## src/design/rbd_pkg.sv

```systemverilog
// Shared types and codes for the ring buffer deque.
`default_nettype none

package rbd_pkg;

  localparam int CMD_W  = 3;
  localparam int DATA_W = 32;
  localparam int POS_W  = 4;
  localparam int STAT_W = 3;
  localparam int CNT_W  = 5;

  // Command codes
  localparam logic [CMD_W-1:0] CMD_PUSH_FRONT = 3'd0;
  localparam logic [CMD_W-1:0] CMD_PUSH_BACK  = 3'd1;
  localparam logic [CMD_W-1:0] CMD_POP_FRONT  = 3'd2;
  localparam logic [CMD_W-1:0] CMD_POP_BACK   = 3'd3;
  localparam logic [CMD_W-1:0] CMD_READ_AT    = 3'd4;
  localparam logic [CMD_W-1:0] CMD_FIND       = 3'd5;

  // Status codes
  localparam logic [STAT_W-1:0] ST_OK        = 3'd0;
  localparam logic [STAT_W-1:0] ST_FULL      = 3'd1;
  localparam logic [STAT_W-1:0] ST_EMPTY     = 3'd2;
  localparam logic [STAT_W-1:0] ST_RANGE     = 3'd3;
  localparam logic [STAT_W-1:0] ST_NOT_FOUND = 3'd4;

  // Controller to datapath commands
  typedef struct packed {
    logic accept;
    logic exec;
    logic capture;
    logic scan;
    logic load;
  } ctl_t;

  // Datapath to controller status
  typedef struct packed {
    logic need_rd;
    logic need_scan;
    logic scan_hit;
    logic scan_last;
  } sts_t;

endpackage

`default_nettype wire

```

## src/design/ring_buffer_deque.sv

```systemverilog
// Top level of the ring buffer deque: controller plus datapath.
//
//  channel | direction | handshake            | payload
//  in      | input     | in_valid / in_ready  | in_cmd, in_data_in, in_position
//  out     | output    | out_valid / out_ready| out_status, out_data_out,
//          |           |                      | out_found_position, out_occupancy
//  cfg     | input     | cfg_valid / cfg_ready| cfg_data (capacity in use)
//
// Push, reserved codes and full, empty or range errors step through accept, execute and
// load, and the result is registered at load. Pop and read at add a step for the
// registered store read. Find reads one entry a cycle until a match or the last entry;
// the single store read port sets the rate.
// A request is taken while the last result waits; a stalled result holds the next.
// Reset empties the deque and sets capacity to min(16, DEPTH); a capacity write empties it.
`default_nettype none

module ring_buffer_deque #(
  parameter int DEPTH = 16
) (
  input  logic                        clk,
  input  logic                        rst_n,
  input  logic                        in_valid,
  output logic                        in_ready,
  input  logic [rbd_pkg::CMD_W-1:0]   in_cmd,
  input  logic [rbd_pkg::DATA_W-1:0]  in_data_in,
  input  logic [rbd_pkg::POS_W-1:0]   in_position,
  output logic                        out_valid,
  input  logic                        out_ready,
  output logic [rbd_pkg::STAT_W-1:0]  out_status,
  output logic [rbd_pkg::DATA_W-1:0]  out_data_out,
  output logic [rbd_pkg::POS_W-1:0]   out_found_position,
  output logic [rbd_pkg::CNT_W-1:0]   out_occupancy,
  input  logic                        cfg_valid,
  output logic                        cfg_ready,
  input  logic [rbd_pkg::CNT_W-1:0]   cfg_data
);

  rbd_pkg::ctl_t ctl;
  rbd_pkg::sts_t sts;

  // Take capacity writes only while idle and no request is offered
  assign cfg_ready = in_ready && !in_valid;

  rbd_ctrl u_ctrl (
    .clk       (clk),
    .rst_n     (rst_n),
    .in_valid  (in_valid),
    .in_ready  (in_ready),
    .out_valid (out_valid),
    .out_ready (out_ready),
    .sts       (sts),
    .ctl       (ctl)
  );

  rbd_dp #(
    .DEPTH (DEPTH)
  ) u_dp (
    .clk                (clk),
    .rst_n              (rst_n),
    .ctl                (ctl),
    .sts                (sts),
    .in_cmd             (in_cmd),
    .in_data_in         (in_data_in),
    .in_position        (in_position),
    .cfg_we             (cfg_valid && cfg_ready),
    .cfg_data           (cfg_data),
    .out_status         (out_status),
    .out_data_out       (out_data_out),
    .out_found_position (out_found_position),
    .out_occupancy      (out_occupancy)
  );

endmodule

`default_nettype wire

```

## src/design/rbd_ctrl.sv

```systemverilog
// Controller state machine for the ring buffer deque.
`default_nettype none

module rbd_ctrl (
  input  logic          clk,
  input  logic          rst_n,
  input  logic          in_valid,
  output logic          in_ready,
  output logic          out_valid,
  input  logic          out_ready,
  input  rbd_pkg::sts_t sts,
  output rbd_pkg::ctl_t ctl
);

  typedef enum logic [2:0] {
    S_IDLE,
    S_EXEC,
    S_RDATA,
    S_FIND,
    S_RESULT
  } state_t;

  state_t state_r, state_nxt;
  logic   out_valid_r, out_valid_nxt;

  // Decode commands from the current state
  always_comb begin
    ctl.accept  = (state_r == S_IDLE) && in_valid;
    ctl.exec    = (state_r == S_EXEC);
    ctl.capture = (state_r == S_RDATA);
    ctl.scan    = (state_r == S_FIND);
    ctl.load    = (state_r == S_RESULT) && (!out_valid_r || out_ready);
  end

  // Next state and result valid
  always_comb begin
    state_nxt = state_r;
    unique case (state_r)
      S_IDLE: begin
        if (in_valid) state_nxt = S_EXEC;
      end
      S_EXEC: begin
        priority if (sts.need_rd) state_nxt = S_RDATA;
        else if (sts.need_scan)   state_nxt = S_FIND;
        else                      state_nxt = S_RESULT;
      end
      S_RDATA: begin
        state_nxt = S_RESULT;
      end
      S_FIND: begin
        if (sts.scan_hit || sts.scan_last) state_nxt = S_RESULT;
      end
      S_RESULT: begin
        if (ctl.load) state_nxt = S_IDLE;
      end
      default: begin
        state_nxt = S_IDLE;
      end
    endcase

    priority if (ctl.load) out_valid_nxt = 1'b1;
    else if (out_ready)    out_valid_nxt = 1'b0;
    else                   out_valid_nxt = out_valid_r;
  end

  // Hold state and result valid
  always_ff @(posedge clk) begin
    if (!rst_n) begin
      state_r     <= S_IDLE;
      out_valid_r <= 1'b0;
    end else begin
      state_r     <= state_nxt;
      out_valid_r <= out_valid_nxt;
    end
  end

  assign in_ready  = (state_r == S_IDLE);
  assign out_valid = out_valid_r;

endmodule

`default_nettype wire

```

## src/design/rbd_dp.sv

```systemverilog
// Datapath for the ring buffer deque: ring store, pointers, scan and result registers.
`default_nettype none

module rbd_dp #(
  parameter int DEPTH = 16
) (
  input  logic                        clk,
  input  logic                        rst_n,
  input  rbd_pkg::ctl_t               ctl,
  output rbd_pkg::sts_t               sts,
  input  logic [rbd_pkg::CMD_W-1:0]   in_cmd,
  input  logic [rbd_pkg::DATA_W-1:0]  in_data_in,
  input  logic [rbd_pkg::POS_W-1:0]   in_position,
  input  logic                        cfg_we,
  input  logic [rbd_pkg::CNT_W-1:0]   cfg_data,
  output logic [rbd_pkg::STAT_W-1:0]  out_status,
  output logic [rbd_pkg::DATA_W-1:0]  out_data_out,
  output logic [rbd_pkg::POS_W-1:0]   out_found_position,
  output logic [rbd_pkg::CNT_W-1:0]   out_occupancy
);

  localparam int CW      = rbd_pkg::CNT_W;
  localparam int AW      = (DEPTH > 1) ? $clog2(DEPTH) : 1;
  localparam int SW      = (AW < CW) ? AW : CW;
  localparam int CAP_LIM = (1 << CW) - 1;
  localparam int CAP_MAX = (DEPTH < CAP_LIM) ? DEPTH : CAP_LIM;
  localparam int CAP_RST = (CAP_MAX < 16) ? CAP_MAX : 16;
  localparam logic [CW-1:0] CAP_MAX_V = CW'(CAP_MAX);
  localparam logic [CW-1:0] CAP_RST_V = CW'(CAP_RST);

  // Slot plus offset, wrapped once against the capacity
  function automatic logic [CW:0] wrap_add(input logic [CW:0] a, input logic [CW:0] b,
                                           input logic [CW:0] cap);
    logic [CW:0] s;
    s = a + b;
    if (s >= cap) s = s - cap;
    return s;
  endfunction

  logic [rbd_pkg::DATA_W-1:0] mem [DEPTH];

  logic [rbd_pkg::CMD_W-1:0]  cmd_r;
  logic [rbd_pkg::DATA_W-1:0] data_r;
  logic [rbd_pkg::POS_W-1:0]  pos_r;

  logic [SW-1:0] head_r, head_nxt;
  logic [SW-1:0] tail_r, tail_nxt;
  logic [CW-1:0] count_r, count_nxt;
  logic [CW-1:0] cap_r, cap_nxt;
  logic [SW-1:0] scan_slot_r, scan_slot_nxt;
  logic [CW-1:0] scan_idx_r, scan_idx_nxt;
  logic          cmp_vld_r, cmp_vld_nxt;
  logic [CW-1:0] cmp_idx_r;

  logic [rbd_pkg::DATA_W-1:0] rdata_r;
  logic [rbd_pkg::STAT_W-1:0] status_r, status_nxt;
  logic [rbd_pkg::DATA_W-1:0] dout_r, dout_nxt;
  logic [rbd_pkg::POS_W-1:0]  fpos_r, fpos_nxt;

  logic          wr_en, rd_en;
  logic [SW-1:0] wr_slot, rd_slot;

  logic [CW:0]   cap6;
  logic [SW-1:0] head_prev, head_next, tail_prev, tail_next, pos_slot, scan_next;
  logic          full, empty, pos_bad, scan_more;

  // Ring pointer arithmetic
  always_comb begin
    cap6      = {1'b0, cap_r};
    head_prev = (head_r == '0) ? SW'(cap_r - 1'b1) : SW'(head_r - 1'b1);
    tail_prev = (tail_r == '0) ? SW'(cap_r - 1'b1) : SW'(tail_r - 1'b1);
    head_next = SW'(wrap_add((CW+1)'(head_r), (CW+1)'(1), cap6));
    tail_next = SW'(wrap_add((CW+1)'(tail_r), (CW+1)'(1), cap6));
    pos_slot  = SW'(wrap_add((CW+1)'(head_r), (CW+1)'(pos_r), cap6));
    scan_next = SW'(wrap_add((CW+1)'(scan_slot_r), (CW+1)'(1), cap6));
    full      = (count_r >= cap_r);
    empty     = (count_r == '0);
    pos_bad   = ((CW+1)'(pos_r) >= (CW+1)'(count_r));
    scan_more = (scan_idx_r < count_r);
  end

  // Execute the latched request and step the find scan
  always_comb begin
    head_nxt      = head_r;
    tail_nxt      = tail_r;
    count_nxt     = count_r;
    scan_slot_nxt = scan_slot_r;
    scan_idx_nxt  = scan_idx_r;
    cmp_vld_nxt   = ctl.scan && scan_more;
    status_nxt    = status_r;
    dout_nxt      = dout_r;
    fpos_nxt      = fpos_r;
    wr_en         = 1'b0;
    wr_slot       = head_prev;
    rd_en         = 1'b0;
    rd_slot       = scan_slot_r;
    sts.need_rd   = 1'b0;
    sts.need_scan = 1'b0;
    sts.scan_hit  = cmp_vld_r && (rdata_r == data_r);
    sts.scan_last = cmp_vld_r && (cmp_idx_r == CW'(count_r - 1'b1));

    if (ctl.exec) begin
      status_nxt  = rbd_pkg::ST_OK;
      dout_nxt    = '0;
      fpos_nxt    = '0;
      cmp_vld_nxt = 1'b0;
      unique case (cmd_r)
        rbd_pkg::CMD_PUSH_FRONT: begin
          if (full) begin
            status_nxt = rbd_pkg::ST_FULL;
          end else begin
            head_nxt  = head_prev;
            wr_en     = 1'b1;
            wr_slot   = head_prev;
            count_nxt = CW'(count_r + 1'b1);
          end
        end
        rbd_pkg::CMD_PUSH_BACK: begin
          if (full) begin
            status_nxt = rbd_pkg::ST_FULL;
          end else begin
            wr_en     = 1'b1;
            wr_slot   = tail_r;
            tail_nxt  = tail_next;
            count_nxt = CW'(count_r + 1'b1);
          end
        end
        rbd_pkg::CMD_POP_FRONT: begin
          if (empty) begin
            status_nxt = rbd_pkg::ST_EMPTY;
          end else begin
            rd_en       = 1'b1;
            rd_slot     = head_r;
            head_nxt    = head_next;
            count_nxt   = CW'(count_r - 1'b1);
            sts.need_rd = 1'b1;
          end
        end
        rbd_pkg::CMD_POP_BACK: begin
          if (empty) begin
            status_nxt = rbd_pkg::ST_EMPTY;
          end else begin
            tail_nxt    = tail_prev;
            rd_en       = 1'b1;
            rd_slot     = tail_prev;
            count_nxt   = CW'(count_r - 1'b1);
            sts.need_rd = 1'b1;
          end
        end
        rbd_pkg::CMD_READ_AT: begin
          if (pos_bad) begin
            status_nxt = rbd_pkg::ST_RANGE;
          end else begin
            rd_en       = 1'b1;
            rd_slot     = pos_slot;
            sts.need_rd = 1'b1;
          end
        end
        rbd_pkg::CMD_FIND: begin
          status_nxt    = rbd_pkg::ST_NOT_FOUND;
          scan_slot_nxt = head_r;
          scan_idx_nxt  = '0;
          sts.need_scan = !empty;
        end
        default: begin
        end
      endcase
    end

    // Capture popped or read data
    if (ctl.capture) dout_nxt = rdata_r;

    // Issue one store read a cycle and compare the previous one
    if (ctl.scan) begin
      rd_en = 1'b1;
      if (scan_more) begin
        scan_slot_nxt = scan_next;
        scan_idx_nxt  = CW'(scan_idx_r + 1'b1);
      end
      if (sts.scan_hit) begin
        status_nxt = rbd_pkg::ST_OK;
        fpos_nxt   = rbd_pkg::POS_W'(cmp_idx_r);
      end
    end

    // Capacity write: clamp and empty the deque
    cap_nxt = cap_r;
    if (cfg_we) begin
      priority if (cfg_data == '0) cap_nxt = CW'(1);
      else if (cfg_data > CAP_MAX_V) cap_nxt = CAP_MAX_V;
      else                          cap_nxt = cfg_data;
      head_nxt  = '0;
      tail_nxt  = '0;
      count_nxt = '0;
    end
  end

  // Ring store with registered read
  always_ff @(posedge clk) begin
    if (wr_en) mem[AW'(wr_slot)] <= data_r;
    if (rd_en) rdata_r <= mem[AW'(rd_slot)];
  end

  // Hold pointers, count and capacity
  always_ff @(posedge clk) begin
    if (!rst_n) begin
      head_r    <= '0;
      tail_r    <= '0;
      count_r   <= '0;
      cap_r     <= CAP_RST_V;
      cmp_vld_r <= 1'b0;
    end else begin
      head_r    <= head_nxt;
      tail_r    <= tail_nxt;
      count_r   <= count_nxt;
      cap_r     <= cap_nxt;
      cmp_vld_r <= cmp_vld_nxt;
    end
  end

  // Latch the request, scan position and work result
  always_ff @(posedge clk) begin
    if (ctl.accept) begin
      cmd_r  <= in_cmd;
      data_r <= in_data_in;
      pos_r  <= in_position;
    end
    scan_slot_r <= scan_slot_nxt;
    scan_idx_r  <= scan_idx_nxt;
    cmp_idx_r   <= scan_idx_r;
    status_r    <= status_nxt;
    dout_r      <= dout_nxt;
    fpos_r      <= fpos_nxt;
  end

  // Load the output register
  always_ff @(posedge clk) begin
    if (ctl.load) begin
      out_status         <= status_r;
      out_data_out       <= dout_r;
      out_found_position <= fpos_r;
      out_occupancy      <= count_r;
    end
  end

endmodule

`default_nettype wire

```

## config.mk

```make
export PLATFORM = sky130hd
export DESIGN_NAME = ring_buffer_deque
export DESIGN_NICKNAME = d
export VERILOG_FILES = /design/src/design/rbd_pkg.sv /design/src/design/ring_buffer_deque.sv /design/src/design/rbd_ctrl.sv /design/src/design/rbd_dp.sv
export SDC_FILE = /design/constraint.sdc
export NUM_CORES = 1
export LEC_CHECK = 0
export BUFFER_PORTS_ARGS = -buffer_cell sky130_fd_sc_hd__buf_2
export CORE_ASPECT_RATIO = 1.4
export CORE_MARGIN = 4
export CORE_UTILIZATION = 60
export DETAILED_ROUTE_END_ITERATION = 6
export PLACE_DENSITY_LB_ADDON = 0.08
export SYNTH_ARGS = -nofsm -noshare
export SYNTH_HDL_FRONTEND = slang
export SYNTH_SLANG_ARGS = --single-unit
```

## constraint.sdc

```tcl
create_clock -name clk -period 5.75 [get_ports clk]
set_clock_uncertainty 0.15 [all_clocks]
set_input_delay 0.575 -clock clk [delete_from_list [all_inputs] [get_ports clk]]
set_output_delay 0.575 -clock clk [all_outputs]
set_load 0.01 [all_outputs]
```

==> results of run 1 <==
[synthesized netlist by cell type (all sizes together), types with 6 or more instances]
master / instances / share of area, %
a31oi: 38 / 0.82
nor3b: 8 / 0.21
and3: 6 / 0.13
edfxtp: 659 / 69
dfxtp: 44 / 3.1
xor2: 17 / 0.52
nor2: 62 / 0.81
o21ai: 15 / 0.26
a211oi: 6 / 0.17
nand2b: 15 / 0.33
mux2i: 28 / 0.97
nand2: 550 / 7.2
nand4: 10 / 0.22
inv: 24 / 0.31
a21o: 23 / 0.60
a2111oi: 6 / 0.19
ha: 46 / 2.0
buf: 49 / 0.87
and2: 36 / 0.78
clkbuf: 69 / 0.90
nand3: 339 / 5.9
xnor2: 44 / 1.3
nor3: 7 / 0.12
a32oi: 34 / 1.0
nor2b: 13 / 0.28
a21oi: 30 / 0.53
[final cells by class]
cell class / instances / area, um^2 / area share (%)
inverters: 24 / 90.1 / 0.276
multi-input cells: 1390 / 7740 / 23.7
clock buffers: 88 / 1870 / 5.72
clock inverters: 30 / 228 / 0.697
flip-flops and latches: 703 / 20700 / 63.2
repair buffers: 178 / 1300 / 3.98
well taps: 624 / 781 / 2.39
[stage by stage]
| step | cells | hold WS, ns | utilization, % | instance area, um^2 | setup slack, ns |
|---|---|---|---|---|---|
| finish | 3037 | 0.0363 | 69.1 | 32700 | 0.954 |
| global route | 3037 | 0.0201 | 69.1 | 32700 | 0.694 |
| CTS | 3037 | 0.00327 | 69.1 | 32700 | 1.05 |
| detailed placement | 2883 | 0.243 | 63.9 | 30200 | 1.10 |
| global placement | 2883 | 0.238 | 63.9 | 30200 | 1.14 |
| floorplan | 2235 | 0.217 | - | 28800 | 1.12 |
[flip-flops by register name (all words and copies together), names as in the netlist, 5 cells and up]
| signal | count |
|---|---|
| u_dp.scan_idx_r | 5 |
| u_dp.mem | 512 |
| u_dp.cap_r | 5 |
| u_dp.rdata_r | 32 |
| u_dp.cmp_idx_r | 5 |
| u_dp.count_r | 5 |
| u_dp.out_data_out | 32 |
| u_dp.data_r | 32 |
| u_dp.out_occupancy | 5 |
| u_dp.dout_r | 32 |
[kinds of logic after synthesis]
family                   count (synthesis)  synth area share [%]
AND/OR/NAND/NOR                       1070                  16.6
flip-flops                             703                  71.7
AO/OA/AOI/OAI                          175                  4.26
buffers and inverters                  142                  2.08
XOR/XNOR                                61                  1.85
adder cells (fa/ha/maj)                 51                  2.34
multiplexers                            33                  1.17
[power breakdown]
part	leakage (nW)	internal (mW)	switching (mW)	total, mW
Sequential	6.34	6.28	0.402	6.69
Combinational	4.23	1.23	2.71	3.95
Clock	1.03	2.43	1.82	4.25
[per-layer routing]
| layer | GRT usage (%) | wire, um | up-vias |
|---|---|---|---|
| met2 | 48.8 | 37300 | 825 |
| met4 | 11.3 | 2640 | 0 |
| met3 | 3.51 | 4840 | 170 |
| met1 | 35.4 | 27200 | 9078 |
| li1 | - | - | 8391 |
| met5 | 0 | 0 | - |
[cells in the final DEF (no fill, tap or decap), drive strengths merged, types with 3 or more instances in the layout]
master and n:
clkbuf 88, nand3b 4, a2111oi 6, nor2b 13, ha 46, nor3b 8, and2 36, mux2 5
a22oi 4, inv 27, dfxtp 44, buf 142, a21boi 3, bufinv 3, nor4 4, clkinv 22
o211ai 3, and3 6, nor2 62, or2 3, nor3 7, nand2 550, a32oi 34, a21oi 30
a21o 23, o21ai 15, edfxtp 659, a31oi 38, dlygate4sd3 36, fa 5, a211oi 6, nand3 339
nand2b 15, nand4 10, a211o 4, or4 4, mux2i 28, xor2 17, xnor2 44
[repair_timing]
| action | in CTS | in global routing |
|---|---|---|
| hold buffers | 36 | 0 |
| endpoints found under the setup margin | 0 | 0 |
| endpoints found under the hold margin | 36 | 0 |
[worst max path at each step]
stage / from / to
floorplan: u_dp.count_r[0]$_SDFFE_PP0P_ / u_dp.mem[7][0]$_DFFE_PP_
global placement: u_dp.pos_r[0]$_DFFE_PP_ / u_dp.rdata_r[19]$_DFFE_PP_
detailed placement: u_dp.head_r[1]$_SDFFE_PP0P_ / u_dp.rdata_r[19]$_DFFE_PP_
CTS: u_dp.head_r[1]$_SDFFE_PP0P_ / u_dp.rdata_r[8]$_DFFE_PP_
global route: u_dp.head_r[1]$_SDFFE_PP0P_ / u_dp.rdata_r[12]$_DFFE_PP_
finish: u_dp.head_r[1]$_SDFFE_PP0P_ / u_dp.rdata_r[19]$_DFFE_PP_
==> results.yml, run 1 <==
route:
  vias: 18500
  drcViolationCount: 0
  first_iter_violations: 1607
  final_antenna_net_count: 0
  first_pass_iters: 5
  routed_wl_mm: 72.0
  wl_per_cell_um: 23.7
  vias_per_cell: 6.08
grt:
  grt-ovfl-total: 0
  track_usage_pct: 27.7
  grt_pass1_vias: 18500
  grt_pass1_wl_mm: 110
  grt_max_degree: 90
  antenna_found_initial: 0
placement:
  gp_congestion: 0.911
  dp.final_hpwl_mm: 43.4
  numPortBuffers: 95
floorplanning:
  rows: 94
  dieArea_um2: 51700
  die_h_um: 267
  dieWidth_um: 193
  core-area_um2: 47300
  start_util_pct: 61.0
  io_pins: 96
worst_hold_path:
  whs_path_depth: 1
  min_path_type: "primary input to flop"
  worstHoldEndpoint: "u_dp.data_r[14]$_DFFE_PP_"
  min_from: "in_data_in[14]"
cells_and_area:
  diodes: 0
  layout.nets: 2464
  drive_gt1_share_pct: 11.3
  syn2layout_area_growth_pct: 13.4
  fillCellCount: 3366
clocking:
  insertion_delay_ns: 0.60
  post_cts_buffers: 0
  cts_buffers: 67
  clockBufferDepth: 3
  clock_sinks: 703
  path_clk_slew_ns: 0.06
  root_buffer: "clkbuf_16"
  cts_tree: "built"
  htreeDepth: 3
  cts_resized: 0
yosys:
  syn_inst: 2235
  avgSynthCellArea_um2: 12.9
  syn_area_um2: 28800
  synth.net_count: 2335
  ys_warn_count: 0
  synth-edff-count: 659
  synthArstFlopShare_pct: 0
  yosysSeqAreaShare_pct: 71.7
  ys.flop_type: "edfxtp_1"
  yosys.cell_types.count: 57
  ys_ff_latch: 703
worst_setup_path:
  worstRegToRegCells: 15
  start_kind: "flop"
  critPathSlowestCell: "a2111oi_1"
  cp.depth: 15
  critical-path-top-delay-family: "compound AO/OA/AOI/OAI gates"
  ff2ff_setup_slack_ns: 0.95
  arrival_ns: 4.98
  critPathCaptureType: "flop"
  cp_max_fo: 32
  crit_buf_inv: 1
  critPathKind: "flop to flop"
  crit_required_ns: 5.94
  cp_cell_sequence: "ha_1 > a21o_1 > a21oi_1 > xnor2_1 > ha_1 > nand3_1 > a21boi_0 > nand2b_1 > nor2_1 > a2111oi_1 > or4b_1 > buf_4 > a31oi_1 > a32oi_1 > nand3_1"
  reg2reg_from: "u_dp.head_r[1]$_SDFFE_PP0P_"
  critPathMaxStageDelay_ns: 0.76
  r2r_end: "u_dp.rdata_r[19]$_DFFE_PP_"
power_and_ir_drop:
  power_density_nw_per_um2: 455
  totalPowerFinal_mw: 14.9
  leakage_nw: 11.6
  ir_drop_v: 0.000398
outcome:
  status: "finished clean"
sta:
  slew_headroom_pct: 16.9
  fin_crit_ns: 4.80
  drv_slew: 0
  worst_pin_slew_ns: 1.25
  finalHoldViolCount: 0
  grt_setup_unrepaired: "no"
  final.period_utilization_pct: 83.4
  fmaxAchievable_mhz: 209
  finalSetupViolations: 0
  setup_tns_ns: 0
run:
  cap_violations: 0
Power figures use the tool's default switching activity.
==> run 2: changes to the inputs <==
CORE_UTILIZATION = 56   (was 60)
clock period = 4.2 ns   (was 5.75 ns; I/O delays follow)
==> run 2 against run 1 <==
  * Worst hold slack improved by 0.013 ns
  * Critical endpoint is now u_dp.rdata_r[11]$_DFFE_PP_
  * Non-clock buffer count increased by 49
  * Sequential share of layout area decreased by 1.6 points
  * Die area increased by 6.9%
  * First-iteration DRC count increased by 11%
==> results.yml, run 2 (same netlist as run 1, synthesis figures left out) <==
route:
  first_iter_violations: 1786
  vias_per_cell: 5.95
  routed_wl_mm: 75.0
  vias: 18600
  final_antenna_net_count: 0
  wl_per_cell_um: 24.1
  first_pass_iters: 6
  drcViolationCount: 0
grt:
  grtUsageMet3_pct: 4.56
  grt_max_degree: 90
  grt-ovfl-total: 0
  antenna_found_initial: 2
  top_usage_layer: "met2"
  track_usage_pct: 27.0
  grt_pass1_wl_mm: 112
  use_met2_pct: 46.0
  grt_pass1_vias: 18200
  grt.met1_usage_pct: 35.6
cells_and_area:
  regMostFlops: "u_dp.mem"
  fillCellCount: 3767
  final_area_um2: 33500
  largest_reg_flops: 512
  drive_gt1_share_pct: 13.1
  layout_commonest_cell: "edfxtp_1"
  most-common-layout-cells: "edfxtp_1, nand2_1, nand3_1, buf_2, clkbuf_16"
  layout.nets: 2513
  syn2layout_area_growth_pct: 16.4
  utilization_pct: 65.8
worst_setup_path:
  r2r_end: "u_dp.rdata_r[11]$_DFFE_PP_"
  cp.depth: 17
  cp_max_fo: 40
  critPathMaxStageDelay_ns: 0.40
  arrival_ns: 4.26
  worstRegToRegCells: 17
  critical-path-top-delay-family: "compound AO/OA/AOI/OAI gates"
  critPathCaptureType: "flop"
  cp_cell_sequence: "ha_1 > fa_1 > a21o_1 > a21o_1 > ha_1 > and4_1 > a21oi_2 > nor3b_1 > a211oi_1 > buf_4 > a211o_4 > buf_12 > buf_12 > nand2_1 > nand3_1 > a32oi_1 > nand3_1"
  ff2ff_setup_slack_ns: 0.14
  cp-endpoint: "u_dp.rdata_r[11]$_DFFE_PP_"
  critPathKind: "flop to flop"
  critPathLaunch: "u_dp.pos_r[0]$_DFFE_PP_"
  crit_buf_inv: 3
  critPathSlowestCell: "edfxtp_1"
  crit_required_ns: 4.41
  start_kind: "flop"
  reg2reg_from: "u_dp.pos_r[0]$_DFFE_PP_"
sta:
  fin_crit_ns: 4.06
  finalHoldViolCount: 0
  fmaxAchievable_mhz: 247
  worst_pin_slew_ns: 1.16
  final.period_utilization_pct: 96.6
  slew_headroom_pct: 22.8
  finalSetupViolations: 0
  drv_slew: 0
  grt_setup_unrepaired: "yes"
clocking:
  htreeDepth: 3
  cts_buffers: 67
  insertion_delay_ns: 0.61
  path_clk_slew_ns: 0.06
  clockBufferDepth: 3
  clock_sinks: 703
  root_buffer: "clkbuf_16"
  cts_tree: "built"
placement:
  numPortBuffers: 95
  dp.final_hpwl_mm: 42.6
  placed_area_um2: 30900
  gp_congestion: 0.864
outcome:
  status: "finished clean"
floorplanning:
  dieWidth_um: 200
  start_util_pct: 56.5
  dieArea_um2: 55200
  rows: 98
  die_h_um: 276
  core-area_um2: 51000
  io_pins: 96
worst_hold_path:
  min_path_type: "primary input to flop"
  whs_path_depth: 4
run:
  cap_violations: 0
power_and_ir_drop:
  leakage_nw: 12.0
  ir_drop_v: 0.000402
  power_density_nw_per_um2: 623
[run 2: worst min-delay path by stage]
stage	endpoint	slack [ns]	from
floorplan	u_dp.cmp_idx_r[4]$_DFF_P_	0.22	u_dp.scan_idx_r[4]$_DFF_P_
global placement	u_dp.cmp_idx_r[4]$_DFF_P_	0.24	u_dp.scan_idx_r[4]$_DFF_P_
detailed placement	u_dp.cmp_idx_r[4]$_DFF_P_	0.25	u_dp.scan_idx_r[4]$_DFF_P_
CTS	u_ctrl.out_valid$_SDFFE_PN0P_	0.02	out_ready
global route	u_ctrl.out_valid$_SDFFE_PN0P_	0.04	out_ready
finish	u_ctrl.out_valid$_SDFFE_PN0P_	0.05	out_ready
[run 2: report_power, final]
group	total [mW]	switching [mW]	internal [mW]
clock network	5.97	2.56	3.41
registers	9.09	0.494	8.60
logic	5.83	3.80	2.04
[run 2: layout make-up]
class	count	area (um^2)	area share, %
tap	650	813	2.42
timing repair buffer	227	2060	6.13
inverter	24	90.1	0.269
antenna	1	2.50	0.00746
sequential	703	20700	61.6
clock buffer	91	1840	5.49
multi-input combinational	1390	7750	23.1
clock inverter	31	319	0.951
[run 2: per-stage QoR]
| stage | std cells | setup TNS (ns) | setup slack (ns) | power [mW] | hold WS (ns) |
|---|---|---|---|---|---|
| finish | 3117 | 0 | 0.144 | 20.9 | 0.0489 |
| global route | 3116 | -0.0566 | -0.0334 | 21.9 | 0.0418 |
| CTS | 3109 | 0 | 0.0226 | 20.9 | 0.0188 |
| detailed placement | 2945 | 0 | 0.0544 | 14.9 | 0.246 |
| global placement | 2945 | 0 | 0.162 | 14.8 | 0.244 |
| floorplan | 2235 | -91.86 | -0.433 | 12.7 | 0.217 |
[run 2: per-layer routing]
metal	vias up	part of all wire, %
met5	-	0
met2	777	51
met4	0	2.9
met3	137	7.2
met1	9131	38
li1	8511	-
[run 2: worst min-delay path: cells and delay by family]
family | cells | cell delay [ns]
AOI/OAI and AO/OA | 1 | 0.13
and+or+nand+nor | 2 | 0.13
buffers and inverters | 1 | 0.07
[run 2: timing repair]
item	4_1_cts	5_1_grt
resized for setup	0	7
setup buffers	0	6
hold buffers	42	0
setup endpoints to repair	0	32
endpoints found under the hold margin	40	0
==> run 3: changes to the inputs <==
clock period = 3.3 ns   (was 4.2 ns; I/O delays follow)
==> run 3 against run 2 <==
  * The flow now finishes with violations (setup timing)
  * Final cell count up 8.0%
  * Non-clock buffer count up 249
  * Count of clock-buffer cells in the layout unchanged
  * Maximum frequency is 1.2% lower
  * Critical path depth is 1 lower
  * Worst hold slack got worse by 0.027 ns
  * Flip-flop and latch count did not move
  * Global-route usage increased by 2.4 points
  * Critical path type unchanged
==> results.yml, run 3 (same netlist as run 1, synthesis figures left out) <==
outcome:
  status: "finished, violations left"
  violations: "setup timing"
clocking:
  path_clk_slew_ns: 0.06
  cts_tree: "built"
  insertion_delay_ns: 0.63
  root_buffer: "clkbuf_16"
  clockBufferDepth: 3
  cts_buffers: 68
  htreeDepth: 3
  clock_sinks: 703
placement:
  gp_congestion: 0.877
  placed_area_um2: 32100
  placedCellCount: 3070
  dp.final_hpwl_mm: 45.6
  numPortBuffers: 95
grt:
  track_usage_pct: 29.4
  antenna_found_initial: 2
  grt-ovfl-total: 0
  grt_max_degree: 80
  grt_pass1_wl_mm: 121
  grt_pass1_vias: 19700
route:
  first_pass_iters: 6
  drcViolationCount: 0
  wl_met3_mm: 8.88
  wl_per_cell_um: 27.3
  first_iter_violations: 2344
  vias: 20900
  final_antenna_net_count: 0
  met1_length_mm: 32.0
  vias_per_cell: 6.21
  wl_met2_mm: 44.2
  routed.top_layer: "met5"
  routed_wl_mm: 91.9
cells_and_area:
  syn2layout_area_growth_pct: 31.3
  layout.nets: 2764
  instances_no_fill: 3366
  seqCellArea_um2: 20700
  fillCellCount: 3107
  largest_reg_flops: 512
  multi_input_area_um2: 8350
  most-common-layout-cells: "edfxtp_1, nand2_1, nand3_1, buf_4, clkbuf_16"
  regMostFlops: "u_dp.mem"
  layout_commonest_cell: "edfxtp_1"
  final_area_um2: 37800
  drive_gt1_share_pct: 23.9
worst_setup_path:
  start_kind: "flop"
  critPathKind: "flop to flop"
  arrival_ns: 4.32
  r2r_end: "u_dp.rdata_r[19]$_DFFE_PP_"
  crit_required_ns: 3.51
  cp_max_fo: 8
  reg2reg_from: "u_dp.pos_r[0]$_DFFE_PP_"
  worstRegToRegCells: 16
  critPathCaptureType: "flop"
  ff2ff_setup_slack_ns: -0.81
sta:
  final.period_utilization_pct: 124
  finalSetupViolations: 544
  grt_setup_unrepaired: "yes"
  fmaxAchievable_mhz: 244
  fin_crit_ns: 4.11
  setup_tns_ns: -119.54
  timing.final.ws_setup_ns: -0.807
  worst_pin_slew_ns: 0.733
  hold_ws_ns: 0.0222
  drv_slew: 0
  finalHoldViolCount: 0
  slew_headroom_pct: 51.1
worst_hold_path:
  whs_path_depth: 4
  min_path_type: "primary input to flop"
  min_from: "cfg_data[2]"
  worstHoldEndpoint: "u_dp.cap_r[2]$_SDFFE_PN0P_"
floorplanning:
  die_h_um: 276
  rows: 98
  dieWidth_um: 200
  start_util_pct: 56.5
  io_pins: 96
  dieArea_um2: 55200
  core-area_um2: 51000
power_and_ir_drop:
  ir_drop_v: 0.000566
  power_density_nw_per_um2: 777
  leakage_nw: 13.9
  totalPowerFinal_mw: 29.4
run:
  cap_violations: 0
[run 3: changes by cell type in the layout (fill, tap and decap cells not counted), sizes merged]
cell	previous run	this run
clkbuf	92	122
clkinvlp	3	1
inv	26	28
bufbuf	0	1
clkinv	21	20
dlygate4sd3	42	47
buf	184	397
a211o	4	5
[run 3: worst max path at each step]
stage / start / to / slack [ns] / depth (start not counted)
4_1_cts: u_dp.pos_r[0]$_DFFE_PP_ / u_dp.rdata_r[28]$_DFFE_PP_ / -0.66 / 16
3_3_place_gp: u_dp.pos_r[0]$_DFFE_PP_ / u_dp.rdata_r[24]$_DFFE_PP_ / -0.68 / 15
2_1_floorplan: u_dp.count_r[0]$_SDFFE_PP0P_ / u_dp.mem[15][0]$_DFFE_PP_ / -0.26 / 11
3_5_place_dp: u_dp.pos_r[0]$_DFFE_PP_ / u_dp.rdata_r[12]$_DFFE_PP_ / -0.77 / 14
5_1_grt: u_dp.pos_r[0]$_DFFE_PP_ / u_dp.rdata_r[19]$_DFFE_PP_ / -0.95 / 16
6_report: u_dp.pos_r[0]$_DFFE_PP_ / u_dp.rdata_r[19]$_DFFE_PP_ / -0.81 / 16
[run 3: what timing repair did]
action | CTS | global route
setup buffers | 44 | 30
pin swaps | 29 | 23
endpoints found under the setup margin | 433 | 545
endpoints found under the hold margin | 49 | 0
resized for setup | 72 | 127
hold buffers | 47 | 0
cloned | 29 | 39
[run 3: final cells by class]
class                      instances  share of cell area [%]
clock inverter                    30                   0.837
antenna                            1                 0.00661
multi-input combinational       1391                    22.1
timing repair buffer             476                    15.1
clock buffer                      91                    4.89
tap                              650                    2.15
sequential                       703                    54.7
inverter                          24                   0.251
[run 3: routing by layer]
metal	vias up	global-route usage [%]
met5	-	0
met4	2	13.3
met1	10200	38.3
met2	1302	49.3
li1	9055	-
met3	338	3.99
[run 3: per-stage QoR]
step	util, %	setup WS [ns]
2_1_floorplan	-	-0.261
3_3_place_gp	62.8	-0.677
3_5_place_dp	62.8	-0.769
4_1_cts	71.0	-0.661
5_1_grt	74.2	-0.954
6_report	74.2	-0.807
[run 3: critical path: stages (launching register included)]
cell and delay [ns]:
edfxtp_1 0.41, ha_2 0.21, fa_2 0.37, a21o_1 0.17
a21o_1 0.17, ha_1 0.28, and4_1 0.18, a21oi_2 0.16
buf_4 0.14, nand2b_4 0.08, buf_6 0.13, a2111oi_4 0.37
or4b_4 0.35, clkbuf_16 0.26, a31oi_1 0.07, a32oi_1 0.24
nand3_1 0.12
[run 3: where the power goes]
part	switching, mW	internal [mW]	total (mW)	leakage [nW]
logic	6.28	4.08	10.4	6.46
registers	0.393	10.9	11.3	6.34
clock network	3.34	4.36	7.70	1.05
total	10.0	19.4	29.4	13.9
